$ cat config.mk
export PLATFORM = sky130hd
export DESIGN_NAME = dma_slot_ring_manager_unit
export DESIGN_NICKNAME = d
export VERILOG_FILES = /design/src/hw/rtl/dsrm_pkg.sv /design/src/hw/rtl/dsrm_cell.sv /design/src/hw/rtl/dsrm_ctrl.sv /design/src/hw/rtl/dma_slot_ring_manager_unit.sv
export VERILOG_INCLUDE_DIRS = /design/src /design/src/hw/rtl
export SDC_FILE = /design/constraint.sdc
export NUM_CORES = 1
export LEC_CHECK = 0
export BUFFER_PORTS_ARGS = -buffer_cell sky130_fd_sc_hd__buf_2
export CORE_MARGIN = 5
export CORE_UTILIZATION = 30
export DETAILED_ROUTE_END_ITERATION = 10
export HOLD_SLACK_MARGIN = 0.03
export PLACE_DENSITY = 0.47
export SLEW_MARGIN = 10
export SYNTH_ARGS = -nofsm -noshare
export SYNTH_HDL_FRONTEND = slang
export SYNTH_SLANG_ARGS = --single-unit
$ cat constraint.sdc
create_clock -name i_clk -period 8.4 [get_ports i_clk]
set_input_delay 0.84 -clock i_clk [delete_from_list [all_inputs] [get_ports i_clk]]
set_output_delay 0.84 -clock i_clk [all_outputs]
set_load 0.02 [all_outputs]
$ cat src/hw/rtl/assert_macros.svh
// Assertion macros shared by the slot ring manager RTL.
// Depends on nothing; included by the files that carry assertions.
`ifndef ASSERT_MACROS_SVH
`define ASSERT_MACROS_SVH

// Property that must hold at every clock edge outside reset.
`define ASSERT_AT(lbl, clk, rst_n, prop, msg) \
    lbl: assert property (@(posedge clk) disable iff (!rst_n) (prop)) else $error(msg);

// Consequent that must hold in the cycle after the antecedent.
`define ASSERT_NEXT(lbl, clk, rst_n, ante, cons, msg) \
    lbl: assert property (@(posedge clk) disable iff (!rst_n) (ante) |=> (cons)) else $error(msg);

`endif

$ cat src/hw/rtl/dsrm_pkg.sv
// Package for the DMA slot ring manager: payload and control types, opcodes,
// register map and default sizes. Depends on nothing.
package dsrm_pkg;

    localparam int SLOT_W        = 4;
    localparam int CFG_W         = 5;
    localparam int MAX_SLOTS_DEF = 16;
    localparam int APB_ADDR_W    = 3;
    localparam int APB_DATA_W    = 32;

    localparam logic [CFG_W-1:0] DEPTH_RST = 5'd16;

    localparam logic [APB_ADDR_W-3:0] REG_RING_DEPTH = 1'b0;

    localparam logic [1:0] OP_ACQUIRE = 2'd0;
    localparam logic [1:0] OP_MARK    = 2'd1;
    localparam logic [1:0] OP_RELEASE = 2'd2;
    localparam logic [1:0] OP_QUERY   = 2'd3;

    typedef struct packed {
        logic [1:0]        opcode;
        logic [SLOT_W-1:0] slot;
    } t_in_item;

    typedef struct packed {
        logic [SLOT_W-1:0] slot_index;
        logic              overflow;
        logic              bad_index;
        logic [SLOT_W-1:0] head_index;
        logic              head_empty;
    } t_out_item;

    typedef struct packed {
        logic load_tok;
        logic shift;
        logic clr_head;
        logic set_slot;
    } t_cell_cmd;

    typedef struct packed {
        logic any_hit;
        logic head_full;
    } t_row_stat;

endpackage

$ cat src/hw/rtl/dsrm_cell.sv
// One slot of the ring: its full mark and the scan token, which it hands to
// the next cell. Depends on dsrm_pkg.
module dsrm_cell #(
    parameter int MAX_SLOTS = dsrm_pkg::MAX_SLOTS_DEF,
    parameter int IDX       = 0
) (
    input  logic                             i_clk,
    input  logic                             i_rst_n,
    input  dsrm_pkg::t_cell_cmd              i_cmd,
    input  logic [$clog2(MAX_SLOTS)-1:0]     i_head,
    input  logic [$clog2(MAX_SLOTS)-1:0]     i_slot,
    input  logic [$clog2(MAX_SLOTS+1)-1:0]   i_depth,
    input  logic                             i_tok,
    output logic                             o_tok,
    output logic                             o_tok_fwd,
    output logic                             o_tok_wrap,
    output logic                             o_hit,
    output logic                             o_head_full
);
    import dsrm_pkg::*;

    localparam int IW = $clog2(MAX_SLOTS);
    localparam int DW = $clog2(MAX_SLOTS + 1);
    localparam logic [IW-1:0] MY_IDX   = IW'(IDX);
    localparam logic [DW-1:0] NEXT_POS = DW'(IDX + 1);

    logic r_full, n_full;
    logic r_tok, n_tok;
    logic w_sel_head;
    logic w_last;

    assign w_sel_head = (i_head == MY_IDX);
    assign w_last     = (NEXT_POS == i_depth);

    always_comb begin
        n_tok = r_tok;
        if (i_cmd.load_tok) begin
            n_tok = w_sel_head;
        end else if (i_cmd.shift) begin
            n_tok = i_tok;
        end
        n_full = r_full;
        if (i_cmd.clr_head && w_sel_head) begin
            n_full = 1'b0;
        end else if (i_cmd.set_slot && (i_slot == MY_IDX)) begin
            n_full = 1'b1;
        end
    end

    always_ff @(posedge i_clk) begin
        if (!i_rst_n) begin
            r_full <= 1'b0;
            r_tok  <= 1'b0;
        end else begin
            r_full <= n_full;
            r_tok  <= n_tok;
        end
    end

    assign o_tok       = r_tok;
    assign o_tok_fwd   = r_tok && !w_last;
    assign o_tok_wrap  = r_tok && w_last;
    assign o_hit       = r_tok && !r_full;
    assign o_head_full = r_full && w_sel_head;

endmodule

$ cat src/hw/rtl/dsrm_ctrl.sv
// Sequencer of the slot ring manager: head pointer, scan position and count,
// operation decode and the result register. Depends on dsrm_pkg and
// assert_macros.svh.
`include "assert_macros.svh"

module dsrm_ctrl #(
    parameter int MAX_SLOTS = dsrm_pkg::MAX_SLOTS_DEF
) (
    input  logic                             i_clk,
    input  logic                             i_rst_n,
    input  logic                             i_in_valid,
    output logic                             o_in_ready,
    input  dsrm_pkg::t_in_item               i_in_data,
    output logic                             o_out_valid,
    input  logic                             i_out_ready,
    output dsrm_pkg::t_out_item              o_out_data,
    input  logic [dsrm_pkg::CFG_W-1:0]       i_depth_cfg,
    output logic [$clog2(MAX_SLOTS+1)-1:0]   o_depth,
    output logic [$clog2(MAX_SLOTS)-1:0]     o_head,
    output logic [$clog2(MAX_SLOTS)-1:0]     o_slot,
    output dsrm_pkg::t_cell_cmd              o_cmd,
    input  dsrm_pkg::t_row_stat              i_stat
);
    import dsrm_pkg::*;

    localparam int IW = $clog2(MAX_SLOTS);
    localparam int DW = $clog2(MAX_SLOTS + 1);
    localparam int CW = (DW > CFG_W) ? DW : CFG_W;

    localparam logic [1:0] ST_IDLE = 2'd0;
    localparam logic [1:0] ST_SCAN = 2'd1;
    localparam logic [1:0] ST_EXEC = 2'd2;
    localparam logic [1:0] ST_FIN  = 2'd3;

    function automatic logic [IW-1:0] ring_next(input logic [IW-1:0] i,
                                                input logic [DW-1:0] d);
        logic [DW-1:0] inc;
        inc = DW'(i) + DW'(1);
        return (inc < d) ? inc[IW-1:0] : '0;
    endfunction

    function automatic logic [SLOT_W-1:0] to_field(input logic [IW-1:0] v);
        logic [IW+SLOT_W-1:0] t;
        t = {{SLOT_W{1'b0}}, v};
        return t[SLOT_W-1:0];
    endfunction

    logic [1:0]        r_state, n_state;
    logic [IW-1:0]     r_head, n_head;
    logic [IW-1:0]     r_pos, n_pos;
    logic [IW-1:0]     r_cnt, n_cnt;
    logic [1:0]        r_op, n_op;
    logic [SLOT_W-1:0] r_slot, n_slot;
    logic [IW-1:0]     r_grant, n_grant;
    logic              r_ovf, n_ovf;
    logic              r_bad, n_bad;
    logic              r_out_valid, n_out_valid;
    t_out_item         r_out_data, n_out_data;

    logic [CW-1:0]     w_cfg_x;
    logic [CW-1:0]     w_depth_x;
    logic [DW-1:0]     w_depth;
    logic [IW-1:0]     w_head_eff;
    logic              w_out_free;
    t_cell_cmd         w_cmd;

    always_comb begin
        w_cfg_x = CW'(i_depth_cfg);
        if (w_cfg_x == '0) begin
            w_depth_x = CW'(1);
        end else if (w_cfg_x > CW'(MAX_SLOTS)) begin
            w_depth_x = CW'(MAX_SLOTS);
        end else begin
            w_depth_x = w_cfg_x;
        end
        w_depth = w_depth_x[DW-1:0];
    end

    assign w_head_eff = (DW'(r_head) >= w_depth) ? '0 : r_head;
    assign w_out_free = !r_out_valid || i_out_ready;

    always_comb begin
        n_state     = r_state;
        n_head      = r_head;
        n_pos       = r_pos;
        n_cnt       = r_cnt;
        n_op        = r_op;
        n_slot      = r_slot;
        n_grant     = r_grant;
        n_ovf       = r_ovf;
        n_bad       = r_bad;
        n_out_valid = r_out_valid && !i_out_ready;
        n_out_data  = r_out_data;
        w_cmd       = '0;
        case (r_state)
            ST_IDLE: begin
                if (i_in_valid) begin
                    n_op    = i_in_data.opcode;
                    n_slot  = i_in_data.slot;
                    n_head  = w_head_eff;
                    n_grant = '0;
                    n_ovf   = 1'b0;
                    n_bad   = 1'b0;
                    if (i_in_data.opcode == OP_ACQUIRE) begin
                        w_cmd.load_tok = 1'b1;
                        n_pos          = w_head_eff;
                        n_cnt          = '0;
                        n_state        = ST_SCAN;
                    end else begin
                        n_state = ST_EXEC;
                    end
                end
            end
            ST_SCAN: begin
                if (i_stat.any_hit) begin
                    n_grant = r_pos;
                    n_state = ST_FIN;
                end else if ((DW'(r_cnt) + DW'(1)) == w_depth) begin
                    w_cmd.clr_head = 1'b1;
                    n_grant        = r_head;
                    n_head         = ring_next(r_head, w_depth);
                    n_ovf          = 1'b1;
                    n_state        = ST_FIN;
                end else begin
                    w_cmd.shift = 1'b1;
                    n_pos       = ring_next(r_pos, w_depth);
                    n_cnt       = r_cnt + IW'(1);
                end
            end
            ST_EXEC: begin
                case (r_op)
                    OP_MARK: begin
                        if (CW'(r_slot) >= CW'(w_depth)) begin
                            n_bad = 1'b1;
                        end else begin
                            w_cmd.set_slot = 1'b1;
                        end
                    end
                    OP_RELEASE: begin
                        w_cmd.clr_head = 1'b1;
                        n_head         = ring_next(r_head, w_depth);
                    end
                    default: begin
                    end
                endcase
                n_state = ST_FIN;
            end
            ST_FIN: begin
                if (w_out_free) begin
                    n_out_valid           = 1'b1;
                    n_out_data.slot_index = to_field(r_grant);
                    n_out_data.overflow   = r_ovf;
                    n_out_data.bad_index  = r_bad;
                    n_out_data.head_index = to_field(r_head);
                    n_out_data.head_empty = !i_stat.head_full;
                    n_state               = ST_IDLE;
                end
            end
            default: begin
                n_state = ST_IDLE;
            end
        endcase
    end

    always_ff @(posedge i_clk) begin
        if (!i_rst_n) begin
            r_state     <= ST_IDLE;
            r_head      <= '0;
            r_out_valid <= 1'b0;
        end else begin
            r_state     <= n_state;
            r_head      <= n_head;
            r_out_valid <= n_out_valid;
        end
    end

    always_ff @(posedge i_clk) begin
        r_pos      <= n_pos;
        r_cnt      <= n_cnt;
        r_op       <= n_op;
        r_slot     <= n_slot;
        r_grant    <= n_grant;
        r_ovf      <= n_ovf;
        r_bad      <= n_bad;
        r_out_data <= n_out_data;
    end

    assign o_in_ready  = (r_state == ST_IDLE);
    assign o_out_valid = r_out_valid;
    assign o_out_data  = r_out_data;
    assign o_depth     = w_depth;
    assign o_head      = (r_state == ST_IDLE) ? w_head_eff : r_head;
    assign o_slot      = IW'(r_slot);
    assign o_cmd       = w_cmd;

    `ASSERT_AT(a_scan_cnt_range, i_clk, i_rst_n, (r_state != ST_SCAN) || (DW'(r_cnt) < w_depth), "Scan count has reached the ring depth.")
    `ASSERT_AT(a_head_in_range, i_clk, i_rst_n, (r_state == ST_IDLE) || (DW'(r_head) < w_depth), "Head lies outside the ring while busy.")
    `ASSERT_NEXT(a_hit_ends_scan, i_clk, i_rst_n, (r_state == ST_SCAN) && i_stat.any_hit, r_state == ST_FIN, "A free slot did not end the scan.")
    `ASSERT_AT(a_flags_exclusive, i_clk, i_rst_n, !(r_out_valid && r_out_data.overflow && r_out_data.bad_index), "Overflow and bad index flagged together.")

endmodule

$ cat src/hw/rtl/dma_slot_ring_manager_unit.sv
// An acquire walks the scan token from the head cell by cell until it finds a free slot
// or has visited every cell of the ring; other operations pass an execute state. Each
// result is registered once the output is free, and only then is a new transaction accepted.
// Reset clears every full mark and the head, and sets the ring depth to 16.
// Depends on dsrm_pkg, dsrm_ctrl, dsrm_cell and assert_macros.svh.
`include "assert_macros.svh"

module dma_slot_ring_manager_unit #(
    parameter int MAX_SLOTS = dsrm_pkg::MAX_SLOTS_DEF
) (
    input  logic                                i_clk,
    input  logic                                i_rst_n,
    input  logic                                i_in_valid,
    output logic                                o_in_ready,
    input  dsrm_pkg::t_in_item                  i_in_data,
    output logic                                o_out_valid,
    input  logic                                i_out_ready,
    output dsrm_pkg::t_out_item                 o_out_data,
    input  logic                                psel,
    input  logic                                penable,
    input  logic                                pwrite,
    input  logic [dsrm_pkg::APB_ADDR_W-1:0]     paddr,
    input  logic [dsrm_pkg::APB_DATA_W-1:0]     pwdata,
    output logic [dsrm_pkg::APB_DATA_W-1:0]     prdata,
    output logic                                pready
);
    import dsrm_pkg::*;

    localparam int IW = $clog2(MAX_SLOTS);
    localparam int DW = $clog2(MAX_SLOTS + 1);

    logic [CFG_W-1:0]     r_ring_depth;
    logic                 w_reg_sel;
    logic [DW-1:0]        w_depth;
    logic [IW-1:0]        w_head;
    logic [IW-1:0]        w_slot;
    t_cell_cmd            w_cmd;
    t_row_stat            w_stat;
    logic [MAX_SLOTS-1:0] w_tok;
    logic [MAX_SLOTS-1:0] w_tok_in;
    logic [MAX_SLOTS-1:0] w_fwd;
    logic [MAX_SLOTS-1:0] w_wrap;
    logic [MAX_SLOTS-1:0] w_hit;
    logic [MAX_SLOTS-1:0] w_hfull;

    assign w_reg_sel = (paddr[APB_ADDR_W-1:2] == REG_RING_DEPTH);

    always_ff @(posedge i_clk) begin
        if (!i_rst_n) begin
            r_ring_depth <= DEPTH_RST;
        end else if (psel && penable && pwrite && w_reg_sel) begin
            r_ring_depth <= pwdata[CFG_W-1:0];
        end
    end

    assign prdata = w_reg_sel ? APB_DATA_W'(r_ring_depth) : '0;
    assign pready = 1'b1;

    dsrm_ctrl #(
        .MAX_SLOTS(MAX_SLOTS)
    ) u_ctrl (
        .i_clk      (i_clk),
        .i_rst_n    (i_rst_n),
        .i_in_valid (i_in_valid),
        .o_in_ready (o_in_ready),
        .i_in_data  (i_in_data),
        .o_out_valid(o_out_valid),
        .i_out_ready(i_out_ready),
        .o_out_data (o_out_data),
        .i_depth_cfg(r_ring_depth),
        .o_depth    (w_depth),
        .o_head     (w_head),
        .o_slot     (w_slot),
        .o_cmd      (w_cmd),
        .i_stat     (w_stat)
    );

    assign w_tok_in[0] = |w_wrap;

    for (genvar g = 0; g < MAX_SLOTS; g++) begin : g_cell
        if (g > 0) begin : g_link
            assign w_tok_in[g] = w_fwd[g-1];
        end
        dsrm_cell #(
            .MAX_SLOTS(MAX_SLOTS),
            .IDX      (g)
        ) u_cell (
            .i_clk      (i_clk),
            .i_rst_n    (i_rst_n),
            .i_cmd      (w_cmd),
            .i_head     (w_head),
            .i_slot     (w_slot),
            .i_depth    (w_depth),
            .i_tok      (w_tok_in[g]),
            .o_tok      (w_tok[g]),
            .o_tok_fwd  (w_fwd[g]),
            .o_tok_wrap (w_wrap[g]),
            .o_hit      (w_hit[g]),
            .o_head_full(w_hfull[g])
        );
    end

    assign w_stat.any_hit   = |w_hit;
    assign w_stat.head_full = |w_hfull;

    `ASSERT_AT(a_tok_single, i_clk, i_rst_n, $onehot0(w_tok), "More than one cell holds the scan token.")
    `ASSERT_AT(a_head_full_single, i_clk, i_rst_n, $onehot0(w_hfull), "More than one cell claims the head.")

endmodule

==> results.toml <==
[die]
num_io_pins = 94
die_w_microns = 136
initial_core_util = 0.303
die_area_sq_um = 18600
rows = 46
core-area_sq_um = 15800
die_y_microns = 136

[layout]
fin_nets = 603
utilization = 0.337
drive_gt1_frac = 0.132
synthToLayoutAreaGrowth_pct = 11.1
diodes = 0

[clock_network]
cts.repair.resized = 0
clk_latency_ns = 0.34
cts_tree = "done"
ctsHoldBuffers = 0
path_clk_slew_ns = 0.06
numCtsBuffers = 9
cts_root_buf = "clkbuf_16"
clock_path_buffers = 2
cts_num_sinks = 75
postCtsSetupRepairBufs = 0
h-tree-depth = 3

[setup_path]
cp.required_ns = 8.65
cp_max_fo = 19
critPathKind = "reg2reg"
crit_arrival_ns = 4.19
r2r-end = "g_cell[4].u_cell.r_full"
start_kind = "flip-flop"
r2r_start = "r_ring_depth[1]"
reg2reg_depth = 10
reg2reg_slack_ns = 4.45
crit_path_end_kind = "flip-flop"

[global_routing]
grt_pass1_wl_microns = 20500
grt_max_degree = 23
grt_pass1_vias = 3749
antenna_found_initial = 0
grt_overflow = 0
grt_usage = 0.144

[synth]
yosys_warnings = 0
yosysTopAreaCell = "edfxtp_1"
yosysTopAreaCellShare = 0.195
synth-edff-count = 31
synthDistinctLibCells = 69
synth_flop_cell = "dfxtp_1"
yosysSeqAreaShare = 0.379
syn-cell-area_sq_um = 4780
async_flop_share = 0
ys_seq_elements = 75
synth_area_per_cell_sq_um = 9.41
ys_top_cells_by_area = "edfxtp_1 19%, dfxtp_1 18%, ha_1 6.3%"
synth_cells = 508

[hold_path]
hold_path.class = "reg2reg"
min_path_cells = 0
min_to = "u_ctrl.o_out_data[5]"
hp-start = "u_ctrl.r_bad"

[sta]
drv_slew = 0
setup_violations = 0
rsz0062_at_grt = "false"
setup_tns_ns = 0
maxSlewHeadroom = 0.368
fmax_ghz = 0.253
finClkSkew_ns = 0.00894
hold_viol_final = 0
tightest_slew_ns = 0.935
fin_crit_sh = 0.470
post-route-min-period_ns = 3.95

[placement]
dp_hpwl_microns = 9730
gp_congestion = 0.799
port_buffers = 36

[power_and_ir_drop]
ir_drop_mv = 0.113
p_leak_nw = 1.98
power_density_nw_per_um2 = 221

[route]
wl_per_cell_microns = 17.5
first_iter_violations = 386
drt-total-wl_microns = 13200
firstDrtPassIters = 5
ant_nets = 0
drc_errors = 0
num_vias = 3861
routed_via_density = 5.13

[job]
max-cap-violations = 0

[status]
status = "completed"
==> through the flow <==
stage               hold WS, ns  power [mW]  instance area, sq um  setup WS (ns)  instances
detailed placement        0.408       0.791                  5020           4.54        736
global placement          0.402       0.787                  5020           4.50        736
floorplan                 0.400       0.717                  4880           5.32        534
finish                    0.419        1.17                  5310           4.45        752
global route              0.436        1.23                  5310           4.16        752
CTS                       0.422        1.18                  5310           4.49        752
==> cells in the mapped netlist (8+ instances only) <==
cell type / count
mux2i_1: 23
nor3b_1: 8
o21ai_0: 21
dfxtp_1: 44
edfxtp_1: 31
nand2b_1: 22
nor3_1: 9
ha_1: 24
o22ai_1: 8
inv_1: 16
nand2_1: 25
clkbuf_1: 19
a21oi_1: 18
a31oi_1: 11
nand3_1: 15
nor2b_1: 24
buf_4: 29
nor2_1: 40
==> registers in the layout, summed over array words and instances, names as in the netlist <==
name and flops:
u_ctrl.r_state 2, g_cell.u_cell.o_tok 16, u_ctrl.o_slot 4, r_ring_depth 5
u_ctrl.o_out_valid 1, u_ctrl.r_bad 1, u_ctrl.r_grant 4, u_ctrl.r_op 2
g_cell.u_cell.r_full 16, u_ctrl.r_cnt 4, u_ctrl.r_head 4, u_ctrl.r_pos 4
u_ctrl.r_ovf 1, u_ctrl.o_out_data 11
==> logic make-up after synthesis <==
| logic type | count (synthesis) | share of synthesized area |
|---|---|---|
| xor+xnor | 8 | 0.0147 |
| buf+inv | 67 | 0.0785 |
| mux | 32 | 0.0748 |
| other cells | 2 | 0.00157 |
| simple gates | 171 | 0.192 |
| flops | 75 | 0.379 |
| compound gates | 129 | 0.197 |
| fa+ha+maj | 24 | 0.0628 |
==> per-layer routing <==
metal | wire, microns | GRT usage | vias to the layer above
li1 | - | - | 1872
met1 | 5830 | 0.180 | 1850
met2 | 6550 | 0.248 | 123
met3 | 512 | 0.0159 | 16
met4 | 262 | 0.0655 | 0
met5 | 0 | 0 | -
==> power breakdown <==
group	internal (mW)	switching, mW	total, mW
registers	0.434	0.0352	0.469
logic	0.115	0.200	0.316
clock network	0.238	0.149	0.388
==> critical path, stage by stage (launching register included) <==
cell	delay [ns]
dfxtp_1	0.52
or3_4	0.48
a21oi_1	0.47
ha_1	0.32
nand2b_1	0.14
a21o_1	0.17
a21o_1	0.19
and3_1	0.28
nor4b_1	0.84
a21oi_1	0.14
a311oi_1	0.29
==> layout make-up <==
| cell class | count | area, sq um |
|---|---|---|
| Sequential cell | 75 | 1810 |
| Timing Repair Buffer | 37 | 188 |
| Clock buffer | 14 | 254 |
| Multi-Input combinational cell | 392 | 2690 |
| Fill cell | 1650 | 10500 |
| Tap cell | 216 | 270 |
| Inverter | 16 | 60.1 |
| Clock inverter | 2 | 35.0 |
==> worst max path at each step <==
stage               startpoint                       to  slack, ns  depth (start not counted)
6_report       r_ring_depth[1]  g_cell[4].u_cell.r_full       4.45                         10
2_1_floorplan  r_ring_depth[1]  g_cell[0].u_cell.r_full       5.32                         12
4_1_cts        r_ring_depth[1]  g_cell[4].u_cell.r_full       4.49                         10
3_3_place_gp   r_ring_depth[1]  g_cell[4].u_cell.r_full       4.50                         10
3_5_place_dp   r_ring_depth[1]  g_cell[4].u_cell.r_full       4.54                         10
5_1_grt        r_ring_depth[1]  g_cell[4].u_cell.r_full       4.16                         10
==> layout by cell type, fill, tap and decap left out, drive strengths merged, types with 3 or more instances in the layout <==
cell type / instances
a2111oi: 3
a211oi: 7
a21boi: 3
a21o: 6
a21oi: 20
a22o: 5
a22oi: 3
a311oi: 3
a31oi: 11
and2: 4
and3: 5
buf: 37
clkbuf: 14
conb: 28
dfxtp: 44
edfxtp: 31
ha: 24
inv: 16
mux2: 7
mux2i: 23
nand2: 25
nand2b: 22
nand3: 15
nand3b: 3
nand4: 4
nor2: 40
nor2b: 24
nor3: 9
nor3b: 8
o211ai: 5
o21a: 6
o21ai: 21
o22ai: 8
o2bb2ai: 3
o31a: 4
or3: 3
xnor2: 4
xor2: 4
(Power assumes the default switching activity.)
